$ cat config.mk
export PLATFORM = sky130hd
export DESIGN_NAME = hgd_cfg
export DESIGN_NICKNAME = d
export VERILOG_FILES = /design/src/design/hgd_pkg.sv /design/src/design/hgd_cfg.sv
export SDC_FILE = /design/constraint.sdc
export NUM_CORES = 1
export LEC_CHECK = 0
export BUFFER_PORTS_ARGS = -buffer_cell sky130_fd_sc_hd__buf_2
export CORE_ASPECT_RATIO = 0.9
export CORE_MARGIN = 2
export CORE_UTILIZATION = 41
export CTS_CLUSTER_DIAMETER = 60
export DETAILED_ROUTE_END_ITERATION = 10
export GPL_ROUTABILITY_DRIVEN = 0
export PLACE_DENSITY = 0.9
export SLEW_MARGIN = 20
export SYNTH_ARGS = -nofsm -noshare
export SYNTH_HDL_FRONTEND = slang
export SYNTH_SLANG_ARGS = --single-unit
$ cat constraint.sdc
create_clock -name clk -period 1.43 [get_ports clk]
set_clock_uncertainty 0.1 [all_clocks]
set_input_delay 0.143 -clock clk [delete_from_list [all_inputs] [get_ports clk]]
set_output_delay 0.143 -clock clk [all_outputs]
set_load 0.02 [all_outputs]
$ cat src/design/hgd_pkg.sv
// Shared constants, types and a helper function of the hex grid diffusion stencil.
`timescale 1ns / 1ps

package hgd_pkg;

  localparam int MAX_COLS   = 1024;
  localparam int MAX_ROWS   = 1024;
  localparam int VALUE_BITS = 16;
  localparam int FRAC_BITS  = 8;

  localparam int COL_W  = $clog2(MAX_COLS);
  localparam int ROW_W  = $clog2(MAX_ROWS);
  localparam int CNT_W  = 11;
  localparam int IDX_W  = 10;
  localparam int MODE_W = 3;

  // Compare width that holds positions and counts plus one carry bit
  localparam int POS_MAX_W = (ROW_W > COL_W) ? ROW_W : COL_W;
  localparam int CMP_W     = ((POS_MAX_W > CNT_W) ? POS_MAX_W : CNT_W) + 1;

  localparam int APB_W  = 32;
  localparam int ADDR_W = 4;

  localparam int FIFO_DEPTH = 8;
  localparam int FIFO_PTR_W = $clog2(FIFO_DEPTH);
  localparam int FIFO_CNT_W = $clog2(FIFO_DEPTH + 1);
  localparam int CRED_W     = FIFO_CNT_W + 1;

  // Arithmetic widths: 12*VMAX fits SUM_W, the quotient by four fits QW
  localparam int SUM_W    = VALUE_BITS + 4;
  localparam int QW       = VALUE_BITS + 2;
  localparam int RECIP_SH = QW + 1;
  localparam int PROD_W   = QW + RECIP_SH;
  localparam logic [RECIP_SH-1:0] RECIP = RECIP_SH'(((64'd1 << RECIP_SH) / 3) + 1);

  localparam logic [VALUE_BITS-1:0] VMAX    = {VALUE_BITS{1'b1}};
  localparam logic [VALUE_BITS-1:0] ONE_VAL =
    (FRAC_BITS < VALUE_BITS) ? VALUE_BITS'(64'd1 << FRAC_BITS) : {VALUE_BITS{1'b1}};

  typedef enum logic [MODE_W-1:0] {
    MODE_COPY        = 3'd0,
    MODE_GATED_FLOOR = 3'd1,
    MODE_GATED_BIN   = 3'd2,
    MODE_BIN         = 3'd3,
    MODE_HOLE_HOLD   = 3'd4,
    MODE_WALL        = 3'd5,
    MODE_PLAIN       = 3'd6
  } mode_t;

  typedef enum logic [1:0] {
    REG_MODE = 2'd0,
    REG_ROWS = 2'd1,
    REG_COLS = 2'd2
  } reg_idx_t;

  typedef struct packed {
    logic                  hole;
    logic                  flag;
    logic [VALUE_BITS-1:0] value;
  } entry_t;

  typedef struct packed {
    entry_t older;
    entry_t newer;
  } row_pair_t;

  typedef struct packed {
    logic             emit;
    logic             last;
    logic [IDX_W-1:0] row;
    logic [IDX_W-1:0] col;
  } tag_t;

  typedef struct packed {
    logic [MODE_W-1:0] mode;
    logic [CNT_W-1:0]  row_count;
    logic [CNT_W-1:0]  col_count;
  } cfg_t;

  typedef struct packed {
    logic [VALUE_BITS-1:0] out_value;
    logic                  out_flag;
    logic [IDX_W-1:0]      out_row;
    logic [IDX_W-1:0]      out_col;
    logic                  last;
  } result_t;

  function automatic logic [CNT_W-1:0] clamp_count(input logic [CNT_W-1:0] v,
                                                   input int maxv);
    int c;
    c = int'(v);
    if (c < 3) c = 3;
    if (c > maxv) c = maxv;
    return CNT_W'(c);
  endfunction

endpackage

$ cat src/design/hgd_cfg.sv
// APB register block: mode, row count and column count.
`timescale 1ns / 1ps

module hgd_cfg import hgd_pkg::*; (
  input  logic              clk,
  input  logic              rst,
  input  logic              psel,
  input  logic              penable,
  input  logic              pwrite,
  input  logic [ADDR_W-1:0] paddr,
  input  logic [APB_W-1:0]  pwdata,
  output logic [APB_W-1:0]  prdata,
  output logic              pready,
  output cfg_t              cfg
);

  logic [1:0] idx;
  logic       wr;

  assign idx    = paddr[ADDR_W-1:2];
  assign wr     = psel && penable && pwrite;
  assign pready = 1'b1;

  always_ff @(posedge clk) begin
    if (rst) begin
      cfg.mode      <= MODE_COPY;
      cfg.row_count <= clamp_count(CNT_W'(1024), MAX_ROWS);
      cfg.col_count <= clamp_count(CNT_W'(1024), MAX_COLS);
    end else if (wr) begin
      case (idx)
        REG_MODE: cfg.mode      <= pwdata[MODE_W-1:0];
        REG_ROWS: cfg.row_count <= clamp_count(pwdata[CNT_W-1:0], MAX_ROWS);
        REG_COLS: cfg.col_count <= clamp_count(pwdata[CNT_W-1:0], MAX_COLS);
        default: ;
      endcase
    end
  end

  always_comb begin
    unique case (idx)
      REG_MODE: prdata = APB_W'(cfg.mode);
      REG_ROWS: prdata = APB_W'(cfg.row_count);
      REG_COLS: prdata = APB_W'(cfg.col_count);
      default:  prdata = '0;
    endcase
  end

endmodule

==> impl_metrics.py <==
metrics = {
    "run_status": {
        "status": "complete, no violations",
    },
    "finish": {
        "synthToLayoutAreaGrowth_pct": 21.6,
        "layout-drive-gt1-share_pct": 33.0,
        "multi_input_area_sq_um": 744,
        "final_core_util_pct": 51.5,
        "diodes": 0,
        "n_fill_cell": 319,
        "final_cells": 271,
        "largest_reg_flops": 25,
        "layout.nets": 269,
        "final-seq-area_sq_um": 500,
        "reg_top3": "cfg: 25 flops",
        "regMostFlops": "cfg",
    },
    "pwr": {
        "power.density_mw_per_mm2": 795,
        "peakVddDrop_mv": 0.308,
        "p_leak_nw": 0.787,
    },
    "clock_network": {
        "insertion_delay_ns": 0.26,
        "cts.root.buffer_cell": "clkbuf_8",
        "htreeDepth": 1,
        "cts_buffers": 3,
        "clkSlewWorstSetupHoldPaths_ns": 0.09,
        "cts_hold_buf": 0,
        "cts_buffer_depth": 2,
        "cts_tree": "done",
        "cts.sinks": 25,
    },
    "synth": {
        "synthArstFlopShare_pct": 0,
        "ys_types": 23,
        "yosysTopAreaCell": "dfxtp_1",
        "ys_seq_area_share_pct": 35.5,
        "ys_ff_latch": 25,
        "yosys_warnings": 0,
        "synth_common_cells": "dfxtp_1, buf_4, o21ai_0",
        "synth_top_area_share_pct": 35.5,
        "ys.flop_type": "dfxtp_1",
        "synth_cells": 173,
        "syn_area_sq_mm": 0.00141,
        "synth_edf_count": 0,
        "netlist_top_cells_area": "dfxtp_1, buf_4, o21ai_0",
        "synth.most_common_cell": "dfxtp_1",
        "synth_area_per_cell_sq_um": 8.14,
    },
    "critical_path": {
        "slowest_delay_ns": 0.22,
        "cp_max_fo": 8,
        "cp-start-kind": "input port",
        "reg2reg_from": "cfg[10]",
        "worstPathArrival_ns": 1.12,
        "cp_top_family": "buffers and inverters",
        "reg2reg_to": "cfg[10]",
        "end_kind": "output port",
        "slowest_stage": "a22o_1",
        "crit_type": "input port to output port",
        "crit_chain": "buf_2, buf_4, nor2b_2, buf_4, a22o_1, buf_2",
        "r2r_slack_ns": 0.59,
        "crit_required_ns": 1.19,
        "crit_buf_inv": 4,
        "reg2regPathDepth": 2,
    },
    "sta": {
        "fmax_ghz": 0.736,
        "period_share_pct": 95.0,
        "report.final.slew_viol_count": 0,
        "rsz0062_at_grt": "no",
        "fin_tns_setup_ns": 0,
        "setup_viol": 0,
        "finalHoldViolCount": 0,
        "fin_crit_ns": 1.36,
    },
    "floorplan": {
        "die_width_microns": 65.8,
        "die_area_sq_mm": 0.00392,
        "fp.coreArea_sq_mm": 0.00333,
        "num_io_pins": 99,
        "initial_core_util_pct": 42.3,
        "core.rowCount": 20,
        "die-height_microns": 59.6,
    },
    "grt": {
        "grt_max_degree": 30,
        "grt_pass1_vias": 1242,
        "grt_overflow": 0,
        "antenna_found_initial": 0,
        "grt.total_usage_pct": 18.8,
        "grt_pass1_wl_mm": 5.65,
    },
    "place": {
        "post-dp-hpwl_mm": 2.61,
        "dp_cells": 267,
        "io_buffers": 53,
    },
    "drt": {
        "viasPerCell": 5.15,
        "drt_iter0_drc": 53,
        "drc_errors": 0,
        "postRouteWirelength_mm": 3.60,
        "num_vias": 1395,
        "wl_per_cell_microns": 13.3,
        "antenna_left": 0,
        "firstDrtPassIters": 4,
    },
    "hold_path": {
        "min_from": "pwdata[2]",
        "whs_path_depth": 3,
        "hold_end": "cfg[24]",
        "hold_path.class": "input port to flip-flop",
    },
    "job": {
        "cap_violations": 0,
    },
}
stage by stage:
step / total power, mW / setup slack (ns) / hold WS, ns / cell area, sq um
floorplan: 0.920 / 0.137 / 0.191 / 1480
finish: 1.36 / 0.0714 / 0.0364 / 1710
global placement: 0.946 / 0.0472 / 0.322 / 1660
global route: 1.42 / 0.00800 / 0.0487 / 1710
CTS: 1.36 / 0.0548 / 0.0335 / 1710
detailed placement: 0.949 / 0.0180 / 0.319 / 1660
what timing repair did:
action                                  4_1_cts  5_1_grt
endpoints found under the setup margin        0        1
buffers inserted                              0        0
gates resized for setup                       0        2
power by group:
| part | switching (mW) | internal, mW | total [mW] | leakage (nW) |
|---|---|---|---|---|
| clock network | 0.228 | 0.195 | 0.423 | 0.0255 |
| registers | 0.00417 | 0.701 | 0.706 | 0.202 |
| logic | 0.161 | 0.0715 | 0.233 | 0.559 |
| total | 0.393 | 0.968 | 1.36 | 0.787 |
cell usage in the layout (no fill, tap or decap), types with 5 or more instances in the layout:
cell,Yosys,routed
nand3_1,20,20
nand2b_1,5,5
a22o_1,8,8
nor2b_1,9,8
buf_4,22,12
dfxtp_1,25,25
conb_1,2,22
a21oi_1,21,21
buf_2,1,53
o21ai_0,22,22
how the worst max path moves through the flow:
stage          slack (ns)  startpoint  depth (start not counted)    endpoint
3_5_place_dp         0.02    paddr[2]                          5      cfg[0]
3_3_place_gp         0.05    paddr[2]                          5      cfg[0]
4_1_cts              0.05    paddr[3]                          7   prdata[0]
6_report             0.07    paddr[2]                          6  prdata[10]
2_1_floorplan        0.14    paddr[3]                          5     cfg[11]
5_1_grt             0.008    paddr[2]                          4   prdata[5]
tightest hold or removal path, cell delays in order:
cell	delay, ns
buf_2	0.11
nand3_1	0.06
a21oi_1	0.05
cell type report:
cell class / instances / share of cell area, %
sequential: 25 / 29.2
tap: 44 / 3.21
timing repair buffer: 66 / 21.4
clock buffer: 3 / 2.41
clock inverter: 1 / 0.292
multi-input combinational: 132 / 43.5
routing by layer:
metal	part of all wire (%)	GRT usage, %
met1	42	25.0
met2	50	31.0
met3	7.0	2.47
met4	0.75	7.14
met5	0	0
kinds of logic (layout without fill, tap and decap cells):
logic type / Yosys count / after routing / synth area share [%]
other cells: 2 / 22 / 0.533
mux: 3 / 3 / 2.13
compound gates: 59 / 59 / 24.9
simple gates: 48 / 48 / 19.8
buf+inv: 36 / 70 / 17.1
flops: 25 / 25 / 35.5
(Power assumes the default switching activity.)
