## src/design/hgd_pkg.sv

```systemverilog
// Shared constants, types and a helper function of the hex grid diffusion stencil.
`timescale 1ns / 1ps

package hgd_pkg;

  localparam int MAX_COLS   = 1024;
  localparam int MAX_ROWS   = 1024;
  localparam int VALUE_BITS = 16;
  localparam int FRAC_BITS  = 8;

  localparam int COL_W  = $clog2(MAX_COLS);
  localparam int ROW_W  = $clog2(MAX_ROWS);
  localparam int CNT_W  = 11;
  localparam int IDX_W  = 10;
  localparam int MODE_W = 3;

  // Compare width that holds positions and counts plus one carry bit
  localparam int POS_MAX_W = (ROW_W > COL_W) ? ROW_W : COL_W;
  localparam int CMP_W     = ((POS_MAX_W > CNT_W) ? POS_MAX_W : CNT_W) + 1;

  localparam int APB_W  = 32;
  localparam int ADDR_W = 4;

  localparam int FIFO_DEPTH = 8;
  localparam int FIFO_PTR_W = $clog2(FIFO_DEPTH);
  localparam int FIFO_CNT_W = $clog2(FIFO_DEPTH + 1);
  localparam int CRED_W     = FIFO_CNT_W + 1;

  // Arithmetic widths: 12*VMAX fits SUM_W, the quotient by four fits QW
  localparam int SUM_W    = VALUE_BITS + 4;
  localparam int QW       = VALUE_BITS + 2;
  localparam int RECIP_SH = QW + 1;
  localparam int PROD_W   = QW + RECIP_SH;
  localparam logic [RECIP_SH-1:0] RECIP = RECIP_SH'(((64'd1 << RECIP_SH) / 3) + 1);

  localparam logic [VALUE_BITS-1:0] VMAX    = {VALUE_BITS{1'b1}};
  localparam logic [VALUE_BITS-1:0] ONE_VAL =
    (FRAC_BITS < VALUE_BITS) ? VALUE_BITS'(64'd1 << FRAC_BITS) : {VALUE_BITS{1'b1}};

  typedef enum logic [MODE_W-1:0] {
    MODE_COPY        = 3'd0,
    MODE_GATED_FLOOR = 3'd1,
    MODE_GATED_BIN   = 3'd2,
    MODE_BIN         = 3'd3,
    MODE_HOLE_HOLD   = 3'd4,
    MODE_WALL        = 3'd5,
    MODE_PLAIN       = 3'd6
  } mode_t;

  typedef enum logic [1:0] {
    REG_MODE = 2'd0,
    REG_ROWS = 2'd1,
    REG_COLS = 2'd2
  } reg_idx_t;

  typedef struct packed {
    logic                  hole;
    logic                  flag;
    logic [VALUE_BITS-1:0] value;
  } entry_t;

  typedef struct packed {
    entry_t older;
    entry_t newer;
  } row_pair_t;

  typedef struct packed {
    logic             emit;
    logic             last;
    logic [IDX_W-1:0] row;
    logic [IDX_W-1:0] col;
  } tag_t;

  typedef struct packed {
    logic [MODE_W-1:0] mode;
    logic [CNT_W-1:0]  row_count;
    logic [CNT_W-1:0]  col_count;
  } cfg_t;

  typedef struct packed {
    logic [VALUE_BITS-1:0] out_value;
    logic                  out_flag;
    logic [IDX_W-1:0]      out_row;
    logic [IDX_W-1:0]      out_col;
    logic                  last;
  } result_t;

  function automatic logic [CNT_W-1:0] clamp_count(input logic [CNT_W-1:0] v,
                                                   input int maxv);
    int c;
    c = int'(v);
    if (c < 3) c = 3;
    if (c > maxv) c = maxv;
    return CNT_W'(c);
  endfunction

endpackage

```

## src/design/hgd_if.sv

```systemverilog


interface hgd_result_if import hgd_pkg::*; ();
  logic                  valid;
  logic                  ready;
  logic [VALUE_BITS-1:0] out_value;
  logic                  out_flag;
  logic [IDX_W-1:0]      out_row;
  logic [IDX_W-1:0]      out_col;
  logic                  last;

  modport source (output valid, output out_value, output out_flag, output out_row,
                  output out_col, output last, input ready);
  modport sink (input valid, input out_value, input out_flag, input out_row,
                input out_col, input last, output ready);
endinterface

```

## src/design/hgd_out_fifo.sv

```systemverilog
// Result queue that decouples the stencil pipeline from the output channel.
`timescale 1ns / 1ps

module hgd_out_fifo import hgd_pkg::*; (
  input  logic                  clk,
  input  logic                  rst,
  input  logic                  push,
  input  result_t               din,
  output logic [FIFO_CNT_W-1:0] count,
  hgd_result_if.source          results
);

  result_t               q [FIFO_DEPTH];
  logic [FIFO_PTR_W-1:0] wr_ptr;
  logic [FIFO_PTR_W-1:0] rd_ptr;
  logic                  pop;
  result_t               head;

  assign pop  = results.valid && results.ready;
  assign head = q[rd_ptr];

  assign results.valid     = (count != '0);
  assign results.out_value = head.out_value;
  assign results.out_flag  = head.out_flag;
  assign results.out_row   = head.out_row;
  assign results.out_col   = head.out_col;
  assign results.last      = head.last;

  always_ff @(posedge clk) begin
    if (rst) begin
      wr_ptr <= '0;
      rd_ptr <= '0;
      count  <= '0;
    end else begin
      if (push) wr_ptr <= wr_ptr + 1'b1;
      if (pop)  rd_ptr <= rd_ptr + 1'b1;
      count <= count + FIFO_CNT_W'(push) - FIFO_CNT_W'(pop);
    end
  end

  always_ff @(posedge clk) begin
    if (push) begin
      q[wr_ptr] <= din;
    end
  end

endmodule

```

## src/flat_wrapper.sv

```systemverilog
// flat-port wrapper written by rule: the top's interface ports become plain ports
module hgd_out_fifo_flat import hgd_pkg::*;
  (clk, rst, push, din, count, results_valid, results_out_value, results_out_flag, results_out_row, results_out_col, results_last, results_ready);
  hgd_result_if results_i ();
  input  logic clk;
  input  logic rst;
  input  logic push;
  input  result_t din;
  output logic [FIFO_CNT_W-1:0] count;
  output wire logic [$bits(results_i.valid)-1:0] results_valid;
  output wire logic [$bits(results_i.out_value)-1:0] results_out_value;
  output wire logic [$bits(results_i.out_flag)-1:0] results_out_flag;
  output wire logic [$bits(results_i.out_row)-1:0] results_out_row;
  output wire logic [$bits(results_i.out_col)-1:0] results_out_col;
  output wire logic [$bits(results_i.last)-1:0] results_last;
  input wire logic [$bits(results_i.ready)-1:0] results_ready;
  assign results_valid = results_i.valid;
  assign results_out_value = results_i.out_value;
  assign results_out_flag = results_i.out_flag;
  assign results_out_row = results_i.out_row;
  assign results_out_col = results_i.out_col;
  assign results_last = results_i.last;
  assign results_i.ready = results_ready;
  hgd_out_fifo u_core (.clk(clk), .rst(rst), .push(push), .din(din), .count(count), .results(results_i));
endmodule
```

## config.mk

```make
export PLATFORM = sky130hd
export DESIGN_NAME = hgd_out_fifo_flat
export DESIGN_NICKNAME = d
export VERILOG_FILES = /design/src/design/hgd_pkg.sv /design/src/design/hgd_if.sv /design/src/design/hgd_out_fifo.sv /design/src/flat_wrapper.sv
export SDC_FILE = /design/constraint.sdc
export NUM_CORES = 1
export LEC_CHECK = 0
export ABC_AREA = 1
export BUFFER_PORTS_ARGS = -buffer_cell sky130_fd_sc_hd__buf_2
export CAP_MARGIN = 20
export CORE_MARGIN = 8
export CORE_UTILIZATION = 46
export DETAILED_ROUTE_END_ITERATION = 8
export PLACE_DENSITY_LB_ADDON = 0.08
export SLEW_MARGIN = 40
export SYNTH_ARGS = -nofsm -noshare
export SYNTH_HDL_FRONTEND = slang
export SYNTH_SLANG_ARGS = --single-unit
export TNS_END_PERCENT = 30
```

## constraint.sdc

```tcl
create_clock -name clk -period 4.98 [get_ports clk]
set_clock_uncertainty 0.05 [all_clocks]
set_input_delay 0.249 -clock clk [delete_from_list [all_inputs] [get_ports clk]]
set_output_delay 0.249 -clock clk [all_outputs]
set_load 0.05 [all_outputs]
```

==> results of run 1 <==
[sequential cells by signal, summed over array words and instances (netlist names), named ones only]
signal         count
u_core.count       4
u_core.q         304
u_core.rd_ptr      3
u_core.wr_ptr      3
[critical path: cells and delay by family, from the launching register on]
family                 cells  cell delay (ps)
buffers and inverters      3             1210
flip-flops                 1              870
AND/OR/NAND/NOR            5              520
[per-stage QoR]
step,std cells,util,cell area (um^2),hold WS (ps)
floorplan,1402,-,13900,266
CTS,1945,0.549,16300,63.5
global placement,1832,0.492,14600,415
finish,1945,0.549,16300,76.9
global route,1945,0.549,16300,101
detailed placement,1842,0.499,14800,432
[timing repair]
action                                 CTS  global route
endpoints found under the hold margin  308             0
hold buffers                            40             0
setup buffers                            0             0
[metal layers]
layer	up-vias	track usage
met3	36	0.0291
met5	-	0
li1	4616	-
met4	0	0.0439
met1	4309	0.231
met2	174	0.293
[cell type report]
type                       instances  area (um^2)
clock buffer                      49          981
sequential                       317         9400
multi-input combinational        705         2990
timing repair buffer             148         1150
inverter                         322         1220
tap                              390          488
fill                            2638        13400
clock inverter                    14         83.8
[cell families after synthesis]
logic type | after synthesis
AOI/OAI and AO/OA | 12
adders and majority gates | 7
buffers and inverters | 380
DFF | 317
and+or+nand+nor | 686
[how the worst max path moves through the flow]
stage                                from                    end  slack, ps
after detailed placement             flop           results_last       2010
after CTS                            flop           results_last       1460
final                                flop           results_last       1470
after global placement               flop           results_last       1850
after global routing                 flop  results_out_value[12]       1270
after floorplan           u_core.count[2]        u_core.count[2]       2280
[synth_stat cells (all sizes together)]
cell type / n
nand3: 158
inv: 320
edfxtp: 304
clkinv: 2
a21oi: 8
fa: 1
or2: 2
dfxtp: 13
nor2: 18
nand2: 508
clkbuf: 9
o21ai: 4
ha: 6
buf: 49
[report_power, final]
part	internal [mW]	switching, mW
clock network	1.42	0.972
registers	3.01	0.0821
logic	0.518	1.55
==> out/metrics.yaml, run 1 <==
yosys.area.top_type: "edfxtp_1"
wl_per_cell_um: 15.9
grt_pass1_wl_um: 49100
synth_top_family_by_area: "simple AND/OR/NAND/NOR gates"
endpoint_kind: "output port"
syn_area_per_cell_um2: 9.91
max_stage_delay_ps: 870
die_y_um: 190
ys_warn_count: 0
power_density_mw_per_mm2: 463
cts.sinks: 317
worstMarginPinSlew_ps: 812
fin_total_pwr_mw: 7.55
synth_area_leaders: "edfxtp_1 (66%), nand2_1 (14%), inv_1 (6.1%), nand3_1 (5.7%), inv_2 (2.5%)"
fmax_ghz: 0.285
holdCritPathClass: "in -> reg"
synth_seq_cells: 317
peakVddDrop_uv: 412
seq_area_frac_synth: 0.676
grt_antenna_before_repair: 0
cts_tree: "built"
period_share: 0.705
dieArea_mm2: 0.0360
grt_overflow: 0
start_util: 0.467
path_cells: "inv_6 > buf_4 > nand2_1 > nand3_1 > nand2_1 > nand2_1 > nand2_1 > buf_2"
drt-total-wl_um: 30900
rrSetupSlack_ps: 2670
layout.cells.most_common: "nand2_1"
core_mm2: 0.0297
synthXorXnorAreaFrac: 0
cellLeakagePower_nw: 7.38
detail_route.vias_per_cell: 4.70
syn_to_final_growth_pct: 17.4
final-max-slew-violation-count: 0
cap_violations: 0
cts_buffers: 36
diodes: 0
cpMostUsedCell: "nand2_1"
rsz0062_at_grt: "no"
crit_type: "reg -> out"
finalSetupViolCount: 0
drtAntennaViolNets: 0
first_pass_iters: 5
muxShareOfSynthArea: 0
top_layer: "met4"
cts_max_level: 2
dp_hpwl_um: 17300
layout-drive-gt1-share: 0.165
rr_worst_depth: 3
crit_required_ps: 4680
period_minus_slack_ps: 3510
worstPathMaxFanout: 93
slew_headroom: 0.458
synthesis.nets: 1451
wl_met2_um: 14700
dr.first_iter.drc_count: 609
post-place-ws_ps: 2010
grt_pass1_vias: 8975
crit_slowest_cell: "dfxtp_4"
worstPathArrival_ps: 3210
tns_ps: 0
finalNetCount: 1579
hold_path.startpoint: "results_ready"
r2r-end: "u_core.q[0][24]"
grt.total_usage: 0.174
dieWidth_um: 190
cts_buffer_depth: 3
setup_slack_ps: 1470
syn_inst: 1402
hold_viol: 0
wl_met3_um: 1380
outcome: "finished clean"
mostFrequentLayoutCells: "nand2_1 (508), edfxtp_1 (304), inv_1 (227)"
ioPinCount: 85
synthDistinctLibCells: 21
clk_pin_slew_ps: 60
synth.cell_area_mm2: 0.0139
vias: 9135
yosysTopAreaCellShare: 0.657
clk_latency_ps: 490
rows: 63
yosys.area_share.simple: 0.200
drc: 0
clockRootBuffer: "clkbuf_16"
grt_max_degree: 94
place.gp.congestion: 0.731
synth_compound_area_frac: 0.00432
met1_length_um: 14400
synthAdderAreaFrac: 0.00685
startpoint_type: "flop"
ctsResizeCount: 0
min_delay_path_depth: 3
r2r-start: "u_core.wr_ptr[0]"
io_buffers: 84
(Power assumes the default switching activity.)
==> inputs of run 2 (changes only) <==
clock period = 2.9 ns   (was 4.98 ns; I/O delays follow)
==> out/metrics.yaml, run 2 (synthesis results as in run 1) <==
outcome: "finished clean"
layout-drive-gt1-share: 0.161
grt_overflow: 0
vias: 8948
dp_hpwl_um: 16200
slew_headroom: 0.471
cts_buffers: 35
finalSetupViolCount: 0
cpMostUsedCell: "nand2_1"
dr.first_iter.drc_count: 458
cts_max_level: 2
worstPathMaxFanout: 53
fill_cells: 2632
path_buf_inv: 3
period_share: 0.863
dieWidth_um: 190
post_cts_buffers: 0
dieArea_mm2: 0.0360
clockRootBuffer: "clkbuf_16"
drc: 0
cts.sinks: 317
path_cells: "inv_4 > buf_4 > nand2_1 > nand3_1 > nand2_1 > nand2_1 > nand2_1 > buf_2"
first_pass_iters: 6
grt.total_usage: 0.168
groute.layer.met2.usage: 0.288
clk_pin_slew_ps: 50
fmax_ghz: 0.399
ioPinCount: 85
period_minus_slack_ps: 2500
grt_max_degree: 153
finalNetCount: 1576
cts_tree: "built"
crit_slowest_cell: "inv_4"
worstPathArrival_ps: 2310
holdCritPathClass: "in -> reg"
detail_route.vias_per_cell: 4.61
rows: 63
start_util: 0.467
largest_registers: "u_core.q (304), u_core.count (4)"
ctsResizeCount: 0
endpoint_kind: "output port"
tns_ps: 0
hold_buffers: 41
place.gp.congestion: 0.733
crit_required_ps: 2710
core_mm2: 0.0297
crit_family: "buffers and inverters"
grtUsageMet3: 0.0309
io_buffers: 84
drtAntennaViolNets: 0
grt_use_met1: 0.220
peakVddDrop_uv: 578
syn_to_final_growth_pct: 16.6
startpoint_type: "flop"
worstMarginPinSlew_ps: 793
drt-total-wl_um: 29800
layout.cells.most_common: "nand2_1"
max_stage_delay_ps: 460
power_density_mw_per_mm2: 797
final-max-slew-violation-count: 0
largest_reg_flops: 304
mostFrequentLayoutCells: "nand2_1 (508), edfxtp_1 (304), inv_1 (227)"
regMostFlops: "u_core.q"
fin_total_pwr_mw: 12.9
clk_latency_ps: 490
grt_antenna_before_repair: 0
gr-max-usage-layer: "met2"
grt_pass1_wl_um: 48400
grt_pass1_vias: 9067
wl_per_cell_um: 15.4
crit_type: "reg -> out"
rsz0062_at_grt: "no"
cellLeakagePower_nw: 7.33
die_y_um: 190
cap_violations: 0
cts_buffer_depth: 3
hold_viol: 0
[run 2: per-layer routing]
| metal | up-vias | part of all wire | wire (um) |
|---|---|---|---|
| met5 | - | 0 | 0 |
| li1 | 4608 | - | - |
| met1 | 4172 | 0.46 | 13800 |
| met3 | 36 | 0.040 | 1180 |
| met2 | 132 | 0.48 | 14400 |
| met4 | 0 | 0.013 | 385 |
[run 2: worst reg2reg max path, cell delays in order, from the launching register on]
cell,delay [ps]
dfxtp_1,330
inv_1,60
ha_1,190
nand3_1,220
nand3_1,180
o21ai_0,120
ha_1,190
inv_1,60
fa_1,410
o21ai_1,150
a21oi_1,50
[run 2: final timing paths]
check | from | to | slack [ps] | depth (start not counted)
max | flop | results_out_value[8] | 400 | 8
min | rst | u_core.count[0] | 340 | 3
max reg2reg | u_core.count[2] | u_core.count[2] | 810 | 10
min reg2reg | u_core.wr_ptr[0] | u_core.wr_ptr[0] | 450 | 2
[run 2: where the power goes]
part	internal, mW	switching (mW)
clock	2.32	1.66
combinational	0.954	2.75
sequential	5.17	0.0663
[run 2: area by class of cell]
cell class | count | area (um^2) | share of cell area
Inverter | 322 | 1210 | 0.0750
Timing Repair Buffer | 146 | 1090 | 0.0672
Clock buffer | 49 | 971 | 0.0599
Clock inverter | 11 | 45.0 | 0.00278
Multi-Input combinational cell | 705 | 2990 | 0.185
Antenna cell | 1 | 2.50 | 0.000154
Sequential cell | 317 | 9400 | 0.580
Tap cell | 390 | 488 | 0.0301
[run 2: metrics by stage]
stage	worst slack, ps	std cells	cell area (um^2)	hold slack (ps)	utilization
detailed placement	809	1839	14800	316	0.497
finish	396	1941	16200	341	0.545
floorplan	196	1402	13900	162	-
CTS	328	1940	16200	320	0.545
global placement	876	1839	14800	312	0.497
global route	214	1940	16200	360	0.545
