==> src/design/hgd_pkg.sv <==
// Shared constants, types and a helper function of the hex grid diffusion stencil.
`timescale 1ns / 1ps

package hgd_pkg;

  localparam int MAX_COLS   = 1024;
  localparam int MAX_ROWS   = 1024;
  localparam int VALUE_BITS = 16;
  localparam int FRAC_BITS  = 8;

  localparam int COL_W  = $clog2(MAX_COLS);
  localparam int ROW_W  = $clog2(MAX_ROWS);
  localparam int CNT_W  = 11;
  localparam int IDX_W  = 10;
  localparam int MODE_W = 3;

  // Compare width that holds positions and counts plus one carry bit
  localparam int POS_MAX_W = (ROW_W > COL_W) ? ROW_W : COL_W;
  localparam int CMP_W     = ((POS_MAX_W > CNT_W) ? POS_MAX_W : CNT_W) + 1;

  localparam int APB_W  = 32;
  localparam int ADDR_W = 4;

  localparam int FIFO_DEPTH = 8;
  localparam int FIFO_PTR_W = $clog2(FIFO_DEPTH);
  localparam int FIFO_CNT_W = $clog2(FIFO_DEPTH + 1);
  localparam int CRED_W     = FIFO_CNT_W + 1;

  // Arithmetic widths: 12*VMAX fits SUM_W, the quotient by four fits QW
  localparam int SUM_W    = VALUE_BITS + 4;
  localparam int QW       = VALUE_BITS + 2;
  localparam int RECIP_SH = QW + 1;
  localparam int PROD_W   = QW + RECIP_SH;
  localparam logic [RECIP_SH-1:0] RECIP = RECIP_SH'(((64'd1 << RECIP_SH) / 3) + 1);

  localparam logic [VALUE_BITS-1:0] VMAX    = {VALUE_BITS{1'b1}};
  localparam logic [VALUE_BITS-1:0] ONE_VAL =
    (FRAC_BITS < VALUE_BITS) ? VALUE_BITS'(64'd1 << FRAC_BITS) : {VALUE_BITS{1'b1}};

  typedef enum logic [MODE_W-1:0] {
    MODE_COPY        = 3'd0,
    MODE_GATED_FLOOR = 3'd1,
    MODE_GATED_BIN   = 3'd2,
    MODE_BIN         = 3'd3,
    MODE_HOLE_HOLD   = 3'd4,
    MODE_WALL        = 3'd5,
    MODE_PLAIN       = 3'd6
  } mode_t;

  typedef enum logic [1:0] {
    REG_MODE = 2'd0,
    REG_ROWS = 2'd1,
    REG_COLS = 2'd2
  } reg_idx_t;

  typedef struct packed {
    logic                  hole;
    logic                  flag;
    logic [VALUE_BITS-1:0] value;
  } entry_t;

  typedef struct packed {
    entry_t older;
    entry_t newer;
  } row_pair_t;

  typedef struct packed {
    logic             emit;
    logic             last;
    logic [IDX_W-1:0] row;
    logic [IDX_W-1:0] col;
  } tag_t;

  typedef struct packed {
    logic [MODE_W-1:0] mode;
    logic [CNT_W-1:0]  row_count;
    logic [CNT_W-1:0]  col_count;
  } cfg_t;

  typedef struct packed {
    logic [VALUE_BITS-1:0] out_value;
    logic                  out_flag;
    logic [IDX_W-1:0]      out_row;
    logic [IDX_W-1:0]      out_col;
    logic                  last;
  } result_t;

  function automatic logic [CNT_W-1:0] clamp_count(input logic [CNT_W-1:0] v,
                                                   input int maxv);
    int c;
    c = int'(v);
    if (c < 3) c = 3;
    if (c > maxv) c = maxv;
    return CNT_W'(c);
  endfunction

endpackage

==> src/design/hgd_calc.sv <==
// Divide by twelve through a reciprocal product, then apply the mode rule.
`timescale 1ns / 1ps

module hgd_calc import hgd_pkg::*; (
  input  logic              clk,
  input  logic              rst,
  input  logic [MODE_W-1:0] mode,
  input  logic              v2,
  input  logic [SUM_W-1:0]  t2,
  input  tag_t              tag2,
  input  entry_t            centre2,
  input  logic              nbz2,
  output logic              done,
  output logic              push,
  output result_t           res
);

  logic                  v3;
  logic [PROD_W-1:0]     prod3;
  tag_t                  tag3;
  entry_t                centre3;
  logic                  nbz3;
  logic [QW-1:0]         q;
  logic [VALUE_BITS-1:0] d;
  logic [VALUE_BITS-1:0] x;

  always_ff @(posedge clk) begin
    if (rst) begin
      v3 <= 1'b0;
    end else begin
      v3 <= v2;
    end
  end

  // (S + 6V) / 12 = ((S + 6V) >> 2) / 3
  always_ff @(posedge clk) begin
    if (v2) begin
      prod3   <= PROD_W'(t2[SUM_W-1:2]) * PROD_W'(RECIP);
      tag3    <= tag2;
      centre3 <= centre2;
      nbz3    <= nbz2;
    end
  end

  always_comb begin
    q = prod3[PROD_W-1:RECIP_SH];
    d = (q > QW'(VMAX)) ? VMAX : q[VALUE_BITS-1:0];
    x = centre3.flag ? '0 : d;
    res.out_value = centre3.value;
    res.out_flag  = centre3.flag;
    unique case (mode)
      MODE_GATED_FLOOR: res.out_value = (x < ONE_VAL) ? '0 : x;
      MODE_GATED_BIN:   res.out_value = (x != '0) ? ONE_VAL : '0;
      MODE_BIN:         res.out_value = (d != '0) ? ONE_VAL : '0;
      MODE_HOLE_HOLD:   res.out_value = centre3.hole ? centre3.value : d;
      MODE_WALL:        res.out_flag  = centre3.flag & nbz3;
      MODE_PLAIN:       res.out_value = d;
      default: ;
    endcase
    res.out_row = tag3.row;
    res.out_col = tag3.col;
    res.last    = tag3.last;
  end

  assign done = v3;
  assign push = v3 && tag3.emit;

endmodule

==> config.mk <==
export PLATFORM = sky130hd
export DESIGN_NAME = hgd_calc
export DESIGN_NICKNAME = d
export VERILOG_FILES = /design/src/design/hgd_pkg.sv /design/src/design/hgd_calc.sv
export SDC_FILE = /design/constraint.sdc
export NUM_CORES = 1
export LEC_CHECK = 0
export ABC_AREA = 1
export BUFFER_PORTS_ARGS = -buffer_cell sky130_fd_sc_hd__buf_4
export CAP_MARGIN = 25
export CELL_PAD_IN_SITES_DETAIL_PLACEMENT = 0
export CELL_PAD_IN_SITES_GLOBAL_PLACEMENT = 1
export CORE_ASPECT_RATIO = 0.75
export CORE_MARGIN = 2
export CORE_UTILIZATION = 33
export DETAILED_ROUTE_END_ITERATION = 10
export GPL_ROUTABILITY_DRIVEN = 0
export PLACE_DENSITY = 0.7
export SLEW_MARGIN = 20
export SYNTH_ARGS = -nofsm -noshare
export SYNTH_HDL_FRONTEND = slang
export SYNTH_SLANG_ARGS = --single-unit
==> constraint.sdc <==
create_clock -name clk -period 8.63 [get_ports clk]
set_input_delay 0.4315 -clock clk [delete_from_list [all_inputs] [get_ports clk]]
set_output_delay 0.4315 -clock clk [all_outputs]
set_load 0.01 [all_outputs]
==> results of run 1 <==
## sequential cells by signal, indices dropped and copies added (netlist names)
name	cells
done	1
tag3	1
res	21
prod3	17
centre3	18
nbz3	1
## critical path, stage by stage
cell,delay (ns)
buf_4,0.16
ha_1,0.42
xor2_1,0.32
ha_1,0.22
a21oi_1,0.07
fa_1,0.53
inv_1,0.07
fa_1,0.50
fa_1,0.54
inv_1,0.05
fa_1,0.52
inv_1,0.04
ha_1,0.34
a21oi_1,0.28
o21ai_0,0.15
nand2_1,0.09
nand2_1,0.08
a21oi_1,0.26
nand2_1,0.09
nand2_1,0.06
nand2_1,0.04
## final cells by class
cell class	instances	area share
clock buffers	12	0.02541
clock inverters	4	0.004532
inverters	332	0.1188
multi-input cells	643	0.5670
flip-flops and latches	59	0.1679
well taps	351	0.04187
repair buffers	104	0.07443
## worst max path at each step
stage / from / end / slack [ns] / cells after the start
floorplan: t2[7] / prod3[31] / 3.78 / 19
global placement: t2[3] / prod3[34] / 3.15 / 21
detailed placement: t2[3] / prod3[34] / 3.16 / 21
CTS: t2[3] / prod3[34] / 3.48 / 21
global route: t2[3] / prod3[23] / 3.08 / 22
finish: t2[3] / prod3[34] / 3.43 / 21
## layer usage
| metal | share of wire | GRT usage | vias up | wire (um) |
|---|---|---|---|---|
| met5 | 0 | 0 | - | 0 |
| met4 | 0.0047 | 0.02235 | 0 | 104 |
| met3 | 0.048 | 0.01973 | 11 | 1056 |
| met2 | 0.42 | 0.2431 | 121 | 9145 |
| met1 | 0.53 | 0.2497 | 3118 | 11710 |
| li1 | - | - | 3403 | - |
## kinds of logic after synthesis
| logic type | after synthesis | share of synthesized area |
|---|---|---|
| buffers and inverters | 356 | 0.1559 |
| xor gates and xnor gates | 6 | 0.005753 |
| and+or+nand+nor | 283 | 0.1290 |
| DFF | 59 | 0.1929 |
| adders and majority gates | 266 | 0.4532 |
| AOI/OAI and AO/OA | 88 | 0.06329 |
## layout by cell type, fill, tap and decap left out, types with 4 or more instances in the layout
cell       instances
a21boi_0           4
a21oi_1           31
and3_1             5
buf_4            104
clkbuf_16          9
edfxtp_1          58
fa_1             108
ha_1             158
inv_1            326
inv_2              6
nand2_1          173
nand3_1           23
nand4_1            5
nor2_1            55
nor2_2             6
nor3_1             8
o21ai_0           29
o22ai_2            8
xor2_1             5
## stage by stage
stage	area [sq um]	setup WS, ns
CTS	10490	3.478
floorplan	9134	3.776
global placement	10180	3.149
finish	10490	3.432
global route	10490	3.079
detailed placement	10180	3.157
==> flow_summary_export.csv, run 1 <==
group,metric,value,unit
detailed_routing,vias,6653,
final_layout,post_route_cells_drive_above_1_share,0.1300,
detailed_routing,ant_nets,0,
logic_synthesis,async_flop_share,0,
final_layout,area_growth,14.85,%
cts,cts_buffers,9,
cts,clk_root_buffer_cell,"clkbuf_16",
placement,placed_cells,1489,
floorplanning,ios,107,
setup_path,arrival,5.28,ns
final_layout,nFillCells,2798,
setup_path,endpoint_kind,"flop",
cts,clk_pin_slew,0.05,ns
grt,grt_max_degree,60,
grt,antenna_found_initial,0,
sta,hold_viol_final,0,
status,status,"finished, final reports clean",
logic_synthesis,postSynthAreaPerCell,8.633,sq um
cts,cts_resized,0,
sta,setup_violations,0,
sta,maxSlewViolCount,0,
hold_path,hold_start,"rst",
cts,numClockSinks,59,
logic_synthesis,netlist_area,9134,sq um
logic_synthesis,netlist_instances,1058,
setup_path,cp-start-kind,"primary input",
grt,grt_pass1_wl,36480,um
sta,worst_pin_slew,0.7450,ns
hold_path,whs_endpoint,"done",
grt,grt_usage,0.1606,
final_layout,diodes,0,
sta,holdWs,0.2564,ns
detailed_routing,drt-pass1-iter-count,5,
final_layout,regArea,1762,sq um
final_layout,final_cells,1505,
logic_synthesis,yosys_warnings,0,
floorplanning,die_x,196.1,um
grt,grt_pass1_vias,6986,
cts,htreeDepth,3,
logic_synthesis,yosysSeqAreaShare,0.1929,
detailed_routing,avgRoutedWirePerCell,14.63,um
grt,grt_overflow,0,
detailed_routing,drc_errors,0,
logic_synthesis,synth_top_cell_by_area,"fa_1",
placement,dp_hpwl,19620,um
detailed_routing,drt_iter0_markers,299,
logic_synthesis,netlist_top_cells_count,"inv_1, nand2_1, ha_1",
logic_synthesis,synth.net_count,1391,
floorplanning,core,27070,sq um
hold_path,hold_depth,2,
sta,setup-tns-final,0,ns
logic_synthesis,synthFlopType,"edfxtp_1",
hold_path,min_path_type,"in -> reg",
cts,ctsHoldBuffers,0,
logic_synthesis,synth_seq_cells,59,
flow_run,maxCapViolations,0,
sta,period_share,0.6023,
logic_synthesis,yosys.cell_types.count,38,
detailed_routing,viasPerCell,4.421,
floorplanning,initial_core_util,0.3375,
placement,port_buffers,104,
logic_synthesis,synth_edf_count,58,
cts,cts_setup_buffers,0,
floorplanning,rows,52,
cts,cts_max_path_buffers,2,
final_layout,nets,1482,
logic_synthesis,synth_area_leaders,"fa_1, ha_1, edfxtp_1",
floorplanning,dieArea,29040,sq um
setup_path,crit_fanout,7,
floorplanning,die_h,148.1,um
logic_synthesis,synth_most_common_cell,"inv_1",
setup_path,required,8.71,ns
logic_synthesis,synth_top_area_frac,0.2367,
sta,max-slew-margin-rel,0.5033,
detailed_routing,drt_wl_total,22010,um
sta,rsz0062_at_grt,"no",
sta,min_period,5.198,ns
final_layout,final_core_util,0.3876,
cts,cts_tree,"built",
setup_path,path_class,"in -> reg",
sta,clock.fmax,192.4,MHz
final_layout,multi_input_area,5948,sq um
Power of run 1 is left out: the tool's default activity adds up to more than one toggle a clock period on the data nets, which glitch-free logic cannot reach.
==> run 2: changes to the inputs <==
- clock period: 8.63 -> 5.4 ns (I/O delays scaled with it)
==> flow_summary_export.csv, run 2 (synthesis gave the netlist of run 1 again) <==
group,metric,value,unit
sta,worst_pin_slew,0.7598,ns
grt,grt_pass1_wl,36510,um
cts,cts_buffers,9,
detailed_routing,avgRoutedWirePerCell,14.65,um
sta,setup-tns-final,0,ns
sta,clock.fmax,203.9,MHz
final_layout,layout_commonest_cell,"inv_1",
setup_path,required,5.48,ns
cts,cts_tree,"built",
floorplanning,die_h,148.1,um
sta,setup_violations,0,
floorplanning,core,27070,sq um
floorplanning,ios,107,
sta,setup_ws,0.4955,ns
cts,cts_max_path_buffers,2,
setup_path,slowest_stage,"fa_1",
cts,cts_setup_buffers,0,
final_layout,nets,1483,
final_layout,nFillCells,2816,
cts,clk_root_buffer_cell,"clkbuf_16",
final_layout,final_core_util,0.3896,
detailed_routing,drt-pass1-iter-count,4,
setup_path,crit_fanout,7,
detailed_routing,drc_errors,0,
floorplanning,die_x,196.1,um
final_layout,post_route_cells_drive_above_1_share,0.1307,
sta,rsz0062_at_grt,"no",
cts,cts_resized,0,
detailed_routing,viasPerCell,4.432,
grt,grt_overflow,0,
grt,grt_usage,0.1612,
final_layout,largest_register_ffs,21,
placement,port_buffers,104,
grt,grt_max_degree,60,
cts,clk_pin_slew,0.05,ns
sta,period_share,0.9082,
detailed_routing,ant_nets,0,
setup_path,crit_path_max_incr_delay,0.54,ns
setup_path,arrival,4.98,ns
cts,ctsHoldBuffers,0,
final_layout,area_growth,15.45,%
cts,htreeDepth,3,
sta,min_period,4.904,ns
sta,holdWs,0.09717,ns
detailed_routing,vias,6675,
grt,grt_pass1_vias,7119,
setup_path,crit_chain,"buf_4 > ha_1 > xor2_1 > ha_1 > a21oi_1 > fa_1 > inv_1 > fa_1 > fa_1 > inv_1 > fa_1 > inv_1 > ha_1 > a21oi_1 > o21ai_0 > nand2_1 > nand2_1 > a21oi_1 > nand2_1 > nand2_1 > nand2_1",
final_layout,diodes,0,
hold_path,min_path_type,"in -> reg",
flow_run,maxCapViolations,0,
setup_path,cp-start-kind,"primary input",
setup_path,endpoint_kind,"flop",
grt,antenna_found_initial,0,
final_layout,most-common-layout-cells,"inv_1, nand2_1, ha_1, fa_1, buf_4",
detailed_routing,drt_iter0_markers,303,
setup_path,path_common_cell,"nand2_1",
setup_path,path_class,"in -> reg",
status,status,"finished, final reports clean",
floorplanning,rows,52,
cts,numClockSinks,59,
floorplanning,dieArea,29040,sq um
sta,hold_viol_final,0,
placement,dp_hpwl,19810,um
floorplanning,initial_core_util,0.3375,
placement,post-place-ws,0.1838,ns
sta,max-slew-margin-rel,0.4935,
sta,maxSlewViolCount,0,
detailed_routing,drt_wl_total,22060,um
run 2: cell types whose count changed in the layout (fill, tap and decap cells not counted):
cell and delta:
bufinv_16 +2, clkinvlp_4 -1, buf_4 +1, clkinv_2 -1
run 2: final timing paths:
kind,startpoint,endpoint,cells past startpoint
max,t2[3],prod3[34],21
min,rst,done,2
run 2: area by class of cell:
cell class                 count  area (sq um)  share of cell area
tap                          351         439.2             0.04165
inverter                     332          1246              0.1182
sequential                    59          1762              0.1671
clock inverter                 4         95.09            0.009018
timing repair buffer         105         788.3             0.07475
multi-input combinational    643          5948              0.5641
clock buffer                  12         266.5             0.02527
run 2: critical path, delay by kind of cell:
family / cells / cell delay (ns)
compound gates: 4 / 0.68
xor+xnor: 1 / 0.33
fa+ha+maj: 7 / 3.04
buf+inv: 4 / 0.30
simple gates: 5 / 0.33
run 2: per-layer routing:
layer / vias to the layer above / share of wire / routed length [um] / GRT usage
met5: - / 0 / 0 / 0
met1: 3158 / 0.53 / 11680 / 0.2445
met3: 4 / 0.055 / 1212 / 0.03515
li1: 3400 / - / - / -
met4: 0 / 0.0023 / 50 / 0.01629
met2: 113 / 0.41 / 9114 / 0.2425
run 2: through the flow:
stage | instance area (sq um) | cells
2_1_floorplan | 9134 | 1058
3_3_place_gp | 10180 | 1490
3_5_place_dp | 10180 | 1490
4_1_cts | 10550 | 1506
5_1_grt | 10550 | 1506
6_report | 10550 | 1506
Power of run 2 is left out for the same reason.
==> run 3: changes to the inputs <==
--- a/config.mk
+++ b/config.mk
@@ -16,4 +16,5 @@
 export DETAILED_ROUTE_END_ITERATION = 10
 export GPL_ROUTABILITY_DRIVEN = 0
+export GPL_TIMING_DRIVEN = 0
 export PLACE_DENSITY = 0.7
 export SLEW_MARGIN = 20
==> constraint.sdc (replaced) <==
create_clock -name clk -period 5.4 [get_ports clk]
set_input_delay 0.81 -clock clk [delete_from_list [all_inputs] [get_ports clk]]
set_output_delay 0.81 -clock clk [all_outputs]
set_load 0.01 [all_outputs]
==> flow_summary_export.csv, run 3 (synthesis gave the netlist of run 1 again) <==
group,metric,value,unit
detailed_routing,vias,6774,
floorplanning,die_h,148.1,um
floorplanning,die_x,196.1,um
detailed_routing,top_layer_used,"met4",
detailed_routing,drt_wl_total,22480,um
cts,htreeDepth,3,
sta,min_period,5.230,ns
sta,clock.fmax,191.2,MHz
final_layout,final_core_util,0.4000,
sta,rsz0062_at_grt,"yes",
grt,grt_overflow,0,
final_layout,area_growth,18.52,%
setup_path,slowest_stage,"fa_1",
final_layout,nets,1509,
floorplanning,core,27070,sq um
status,status,"finished, final reports clean",
detailed_routing,met3_length,929,um
setup_path,crit_family,"adder cells",
final_layout,layout_commonest_cell,"inv_1",
final_layout,post_route_cells_drive_above_1_share,0.1678,
sta,hold_viol_final,0,
hold_path,min_path_type,"in -> reg",
detailed_routing,wl_met1,11900,um
setup_path,required,5.47,ns
setup_path,endpoint_kind,"flop",
cts,cts_tree,"built",
detailed_routing,viasPerCell,4.425,
grt,grt_usage,0.1628,
placement,port_buffers,104,
detailed_routing,drt-pass1-iter-count,7,
sta,setup_violations,0,
grt,antenna_found_initial,0,
final_layout,nFillCells,2774,
placement,dp_hpwl,20010,um
detailed_routing,drc_errors,0,
floorplanning,ios,107,
hold_path,hold_depth,2,
cts,cts_buffers,9,
floorplanning,dieArea,29040,sq um
floorplanning,initial_core_util,0.3375,
sta,max-slew-margin-rel,0.4921,
detailed_routing,wl_met2,9557,um
floorplanning,rows,52,
final_layout,regArea,1762,sq um
sta,worst_pin_slew,0.7618,ns
sta,holdWs,0.6434,ns
setup_path,critPathBufInv,6,
grt,grt_pass1_wl,37090,um
sta,maxSlewViolCount,0,
cts,ctsHoldBuffers,0,
cts,cts_max_path_buffers,2,
setup_path,crit_fanout,6,
hold_path,hold_start,"rst",
setup_path,crit_path_max_incr_delay,0.54,ns
grt,grt_pass1_vias,7051,
cts,clk_root_buffer_cell,"clkbuf_16",
detailed_routing,avgRoutedWirePerCell,14.68,um
sta,period_share,0.9685,
hold_path,whs_endpoint,"done",
flow_run,maxCapViolations,0,
final_layout,diodes,0,
grt,grt_max_degree,60,
detailed_routing,ant_nets,0,
setup_path,arrival,5.30,ns
setup_path,crit_chain,"buf_4 > ha_2 > fa_1 > inv_1 > fa_1 > fa_1 > inv_1 > fa_1 > inv_1 > fa_1 > inv_1 > ha_1 > a21oi_1 > o21ai_0 > inv_1 > nand2_1 > a21oi_1 > nand2_1 > nand2_1 > nand2_1",
final_layout,largest_register_ffs,21,
cts,clk_pin_slew,0.05,ns
final_layout,multi_input_area,6122,sq um
detailed_routing,drt_iter0_markers,360,
final_layout,most-common-layout-cells,"inv_1, nand2_1, ha_1, buf_4, fa_1",
setup_path,cp-start-kind,"primary input",
sta,setup-tns-final,0,ns
setup_path,path_class,"in -> reg",
cts,numClockSinks,59,
## run 3: how the worst max path moves through the flow
stage,from,endpoint,cells past startpoint
CTS,t2[6],prod3[29],20
floorplan,t2[7],prod3[31],19
detailed placement,t2[3],prod3[34],21
finish,t2[6],prod3[32],20
global placement,t2[3],prod3[34],21
global route,t2[3],prod3[23],22
## run 3: cell type report
| cell class | instances | share of cell area |
|---|---|---|
| well taps | 351 | 0.04057 |
| clock buffers | 11 | 0.02150 |
| repair buffers | 107 | 0.07420 |
| flip-flops and latches | 59 | 0.1627 |
| plain buffers | 24 | 0.01641 |
| multi-input cells | 643 | 0.5655 |
| clock inverters | 4 | 0.003930 |
| inverters | 332 | 0.1151 |
## run 3: per-layer routing
layer / up-vias / GRT usage
met1: 3174 / 0.2547
met2: 137 / 0.2480
li1: 3455 / -
met5: - / 0
met3: 8 / 0.01678
met4: 0 / 0.02083
## run 3: stage by stage
step | area (sq um) | cells | setup slack, ns
floorplan | 9134 | 1058 | 0.1671
global placement | 10350 | 1513 | -0.4787
detailed placement | 10350 | 1513 | -0.4581
CTS | 10670 | 1528 | 0.01346
global route | 10830 | 1531 | -0.05695
finish | 10830 | 1531 | 0.1700
## run 3: repair_timing
action                                  in CTS  in global routing
pin swaps                                    1                  3
gates resized for setup                      8                 29
setup buffers                                0                  3
endpoints found under the setup margin      11                 17
endpoints found under the hold margin        0                  0
Power of run 3 is left out for the same reason.
